File: src/rtl/sstm_pkg.sv
// ----------------------------------------------------------------------------
// Sprite slot table package
// Shared widths, mode codes, attribute constants and control structs.
// ----------------------------------------------------------------------------
package sstm_pkg;

    localparam int DEFAULT_SLOTS = 128;
    localparam int MODE_W        = 3;
    localparam int SLOT_W        = 7;
    localparam int WORD_W        = 16;
    localparam int POSX_W        = 9;
    localparam int POSY_W        = 8;
    localparam int TILE_W        = 10;
    localparam int SCAN_W        = 32;
    localparam int SCAN_OFF_W    = 5;

    localparam logic [MODE_W-1:0] MODE_ALLOC = 3'd0;
    localparam logic [MODE_W-1:0] MODE_FREE  = 3'd1;
    localparam logic [MODE_W-1:0] MODE_SET   = 3'd2;
    localparam logic [MODE_W-1:0] MODE_HIDE  = 3'd3;
    localparam logic [MODE_W-1:0] MODE_SHOW  = 3'd4;
    localparam logic [MODE_W-1:0] MODE_READ  = 3'd5;

    localparam logic [WORD_W-1:0] HIDE_BIT = 16'h0200;
    localparam logic [WORD_W-1:0] PRIO_ONE = 16'h0400;

    typedef struct packed {
        logic clear;
        logic accept;
        logic scan;
        logic finish;
    } sstm_cmd_t;

    typedef struct packed {
        logic req_alloc;
        logic clear_last;
        logic scan_hit;
        logic scan_last;
    } sstm_stat_t;

endpackage

File: src/rtl/sstm_ctrl.sv
// ----------------------------------------------------------------------------
// Sprite slot table controller
// Sequences the clearing pass, free map scan, read-modify-write and output.
// ----------------------------------------------------------------------------
module sstm_ctrl
    import sstm_pkg::*;
(
    input  logic       clk,
    input  logic       rst_n,
    input  logic       in_valid,
    output logic       in_ready,
    output logic       out_valid,
    input  logic       out_ready,
    input  sstm_stat_t stat,
    output sstm_cmd_t  cmd
);

    localparam logic [1:0] S_CLEAR  = 2'd0;
    localparam logic [1:0] S_IDLE   = 2'd1;
    localparam logic [1:0] S_SCAN   = 2'd2;
    localparam logic [1:0] S_MODIFY = 2'd3;

    logic [1:0] state_reg;
    logic [1:0] state_next;
    logic       out_valid_reg;
    logic       out_valid_next;
    logic       out_free;

    assign out_free  = !out_valid_reg || out_ready;
    assign in_ready  = (state_reg == S_IDLE);
    assign out_valid = out_valid_reg;

    always_comb
    begin
        cmd        = '0;
        state_next = state_reg;
        case (state_reg)
            S_CLEAR:
            begin
                cmd.clear = 1'b1;
                if (stat.clear_last)
                begin
                    state_next = S_IDLE;
                end
            end
            S_IDLE:
            begin
                if (in_valid)
                begin
                    cmd.accept = 1'b1;
                    state_next = stat.req_alloc ? S_SCAN : S_MODIFY;
                end
            end
            S_SCAN:
            begin
                cmd.scan = 1'b1;
                if (stat.scan_hit || stat.scan_last)
                begin
                    state_next = S_MODIFY;
                end
            end
            S_MODIFY:
            begin
                if (out_free)
                begin
                    cmd.finish = 1'b1;
                    state_next = S_IDLE;
                end
            end
            default:
            begin
                state_next = S_CLEAR;
            end
        endcase
    end

    always_comb
    begin
        out_valid_next = out_valid_reg;
        if (out_ready)
        begin
            out_valid_next = 1'b0;
        end
        if (cmd.finish)
        begin
            out_valid_next = 1'b1;
        end
    end

    always_ff @(posedge clk or negedge rst_n)
    begin
        if (!rst_n)
        begin
            state_reg     <= S_CLEAR;
            out_valid_reg <= 1'b0;
        end
        else
        begin
            state_reg     <= state_next;
            out_valid_reg <= out_valid_next;
        end
    end

    a_finish_needs_room: assert property (@(posedge clk) disable iff (!rst_n)
        cmd.finish |-> (!out_valid_reg || out_ready))
        else $error("result loaded over an untaken result");

    a_direct_to_modify: assert property (@(posedge clk) disable iff (!rst_n)
        (cmd.accept && !stat.req_alloc) |=> (state_reg == S_MODIFY))
        else $error("non-allocate transaction did not go straight to modify");

    a_no_output_in_clear: assert property (@(posedge clk) disable iff (!rst_n)
        (state_reg == S_CLEAR) |-> !out_valid_reg)
        else $error("result presented during clearing pass");

endmodule

File: config.mk
export PLATFORM = sky130hd
export DESIGN_NAME = sstm_ctrl
export DESIGN_NICKNAME = d
export VERILOG_FILES = /design/src/rtl/sstm_pkg.sv /design/src/rtl/sstm_ctrl.sv
export SDC_FILE = /design/constraint.sdc
export NUM_CORES = 1
export LEC_CHECK = 0
export BUFFER_PORTS_ARGS = -buffer_cell sky130_fd_sc_hd__buf_2
export CAP_MARGIN = 25
export CORE_AREA = 4 4 41 43
export DETAILED_ROUTE_END_ITERATION = 12
export DIE_AREA = 0 0 45 47
export SYNTH_ARGS = -nofsm -noshare
export SYNTH_HDL_FRONTEND = slang
export SYNTH_SLANG_ARGS = --single-unit
File: constraint.sdc
create_clock -name clk -period 2.66 [get_ports clk]
set_input_delay 0.399 -clock clk [delete_from_list [all_inputs] [get_ports clk]]
set_output_delay 0.399 -clock clk [all_outputs]
set_load 0.1 [all_outputs]
## After elaboration in Yosys (flattened, before gate mapping)

Cells that the tools add are included.

| operators by class | value |
|---|---|
| $add $sub $neg | 0 |
| $mul | 0 |
| divide/modulo/power cells | 0 |
| magnitude comparators | 0 |
| eq/ne operators | 7 |
| shifts and indexed selects | 0 |
| multiplexer cells | 14 |
| bitwise operators | 0 |
| reduce and logical (&&, ||, !) cells | 6 |

Operators with widths:

| cell | count |
|---|---|
| $mux 1 | 9 |
| $mux 2 | 4 |
| $ne 2x2->1 const B | 4 |
| $pmux 2 s4 | 1 |
| $eq 2x2->1 const B | 2 |
| $reduce_and 4->1 | 1 |
| $eq 2x1->1 const B | 1 |
| $logic_not 2->1 | 1 |
| $logic_or 1x1->1 | 2 |
| $reduce_bool 2->1 | 1 |
| $logic_not 1->1 | 1 |

| storage, ports and cells | value |
|---|---|
| bits in registers | 3 |
| latch bits | 0 |
| RAM bits | 0 |
| bits in read-only memories | 0 |
| input port bits | 8 |
| output and inout bits | 6 |
| logic and storage cells | 29 |
| memories kept | 0 |

## Longest topological paths before layout

| depth | value |
|---|---|
| word-level depth | 5 |
| gate-level depth with buffers | 5 |
| gate-level depth less buffers | 5 |

## Worst setup path before layout

No wires, ideal clock.

| path | value |
|---|---|
| path type | register -> output |
| start point | reg state_reg[1] |
| end point | out cmd[2] (netlist name) |
| data arrival time | 2.180 ns |
| required time | 2.261 ns |
| slack | 0.081 ns |
| stages on the path, launching flop included | 4 |
| path buffers | 0 |
| path through | dfrtp_1 inv_1 ha_1 and2_1 |

RTL lines:

| element | RTL line | text |
|---|---|---|
| start: declaration | sstm_ctrl.sv:23 | `logic [1:0] state_reg;` |
| start signal: assignment | sstm_ctrl.sv:99 | `state_reg <= state_next;` |
| end: declaration | sstm_ctrl.sv:15 | `output sstm_cmd_t cmd` |

==> results.tsv <==
metric	value	unit
# DRC	0	
largest cells by area after synthesis	dfrtp_1 (29%), ha_1 (24%), nand2b_1 (12%)	
Rows	13	
post-route ant nets	0	
initial antenna violation count	0	
# setup viols final	0	
crit end category	output pin	
Max Root-Sink Buffers	2	
clock sinks	3	
post-cts resize count	0	
WL per Instance	9.98	um
Total Routing Usage GR	0.0657	
multiplexer area fraction after synthesis	0.0574	
xor and xnor area share after synthesis	0	
post-synthesis compound-gate area fraction	0.0335	
unrepaired setup endpoints after global routing	false	
startpoint types	flop	
Worst-Margin Slew	0.485	ns
Clock Skew	0.000909	ns
post-synth net total	38	
Die Wd	45	um
max-slew violations	0	
Setup Buffers After CTS	0	
register area share after synthesis	0.287	
Final min period	1.89	ns
share of layout cells above drive strength 1	0.429	
Root Driver	clkbuf_4	
Diodes inserted	0	
max FFs per register	2	
CTS Hold Bufs	1	
I/O Pins	14	
DIE HEIGHT	47	um
Clock Pin Slew Worst Setup and Hold Paths	0.04	ns
htree depth	1	
Remaining Overflow, GRT	0	
Final Hold Fails	0	
footprint of the multi-input gates	171	um2
total die area	2120	um2
vias in the first global route	215	
vias per cell	4.05	
first-pass GRT wire length	890	um
Area growth syn-to-layout	43.1	%
Yosys warning count	0	
Syn Area/Cell	10.5	um2
WS Path Type	flop to output pin	
Required @ worst endpoint	2.26	ns
Placer Congestion	0.688	
CORE AREA	1300	um2
Mapped Cells	25	
dpl hpwl	483	um
Yosys cell types	12	
post-synthesis adder-cell area fraction	0.239	
FFs w/ async S/R, synth	1.00	
final wirelength	569	um
post-synth top area cell	dfrtp_1	
Post-Syn Area	262	um2
Max Fclk	528	MHz
Synth Area in Simple Gates	0.325	
MaxCap Viol Count	0	
pin count of the biggest net entering global routing	6	
number of buffers added on ports	13	
fin crit share	0.711	
largest fanout on the critical path	5	
Initial Util	0.201	
storage element area	75.1	um2
Initial DRT Pass Iterations	4	
Hold Crit Class	input pin to flop	
Post-synth EDFFs	0	
area share of the largest cell type after synthesis	0.287	
worst path arrival time	1.49	ns
setup TNS	0	ns
max_slew headroom	0.679	
Iter 0 DRT Violations	4	
final net count	56	
run status	complete, no violations	
via count	231	
cts bufs inserted	3	
CTS tree	yes	
later-pin clock latency in the skew report	0.23	ns
main combinational cell family by area after synthesis	simple AND/OR/NAND/NOR gates	
post-synthesis register bit count	3	
Commonest cells post-synth	ha_1 (5), nand2b_1 (5), dfrtp_1 (3)	
Top FF cell, synth	dfrtp_1	
Filler Cells Inserted	150	
==> metrics by stage <==
stage,setup WS [ns],hold slack (ns),instance area [um2],util,std cells
2_1_floorplan,0.0812,0.103,262,-,25
3_3_place_gp,1.04,0.200,338,0.260,52
3_5_place_dp,1.02,0.197,338,0.260,52
4_1_cts,0.754,0.466,374,0.288,57
5_1_grt,0.673,0.489,374,0.288,57
6_report,0.768,0.462,374,0.288,57
==> placed cells by master, fill, tap and decap left out <==
| master | netlist | layout |
|---|---|---|
| buf_2 | 0 | 13 |
| nand2b_1 | 5 | 5 |
| ha_1 | 5 | 5 |
| clkbuf_4 | 0 | 3 |
| dfrtp_1 | 3 | 3 |
| inv_1 | 2 | 2 |
| and2_1 | 2 | 2 |
| nand3b_1 | 2 | 2 |
| or3b_1 | 1 | 1 |
| nand4_2 | 1 | 1 |
| mux2_4 | 1 | 1 |
| nand3_1 | 1 | 1 |
| a2bb2oi_1 | 1 | 1 |
| clkbuf_1 | 0 | 1 |
| dlygate4sd3_1 | 0 | 1 |
==> path summary, 6_finish.rpt <==
check | end | cells past startpoint | slack, ns | start
hold reg to reg | out_valid | 2 | 0.55 | out_valid
max in group asynchronous | state_reg[1] | 2 | 2.07 | rst_n
setup / recovery | cmd[2] | 4 | 0.77 | state_reg[1]
setup reg to reg | state_reg[1] | 5 | 1.04 | state_reg[0]
min in group asynchronous | state_reg[0] | 2 | 0.49 | rst_n
hold / removal | out_valid | 3 | 0.46 | out_ready
==> final cells by class <==
type	instances	share of cell area
multi-input cells	19	0.458
flip-flops and latches	3	0.201
repair buffers	14	0.201
clock buffers	4	0.0702
well taps	15	0.0502
inverters	2	0.0201
==> cells by family (layout without fill, tap and decap cells) <==
logic type | count (synthesis) | after routing
simple gates | 12 | 12
fa+ha+maj | 5 | 5
flops | 3 | 3
buf+inv | 3 | 20
compound gates | 1 | 1
mux | 1 | 1
==> worst max-delay path, cell delays in order, from the launching register on <==
cell and delay (ns):
dfrtp_1 0.42, inv_1 0.09, ha_1 0.20, and2_1 0.13
buf_2 0.41
==> layer usage <==
metal | vias up | part of all wire | global-route usage
li1 | 118 | - | -
met1 | 103 | 0.46 | 0.0732
met2 | 10 | 0.42 | 0.0847
met3 | 0 | 0.11 | 0.0460
met4 | 0 | 0 | 0.0526
met5 | - | 0 | 0
Power is left out: the tool's default activity adds up to more than one toggle a clock period on the data nets, which glitch-free logic cannot reach.
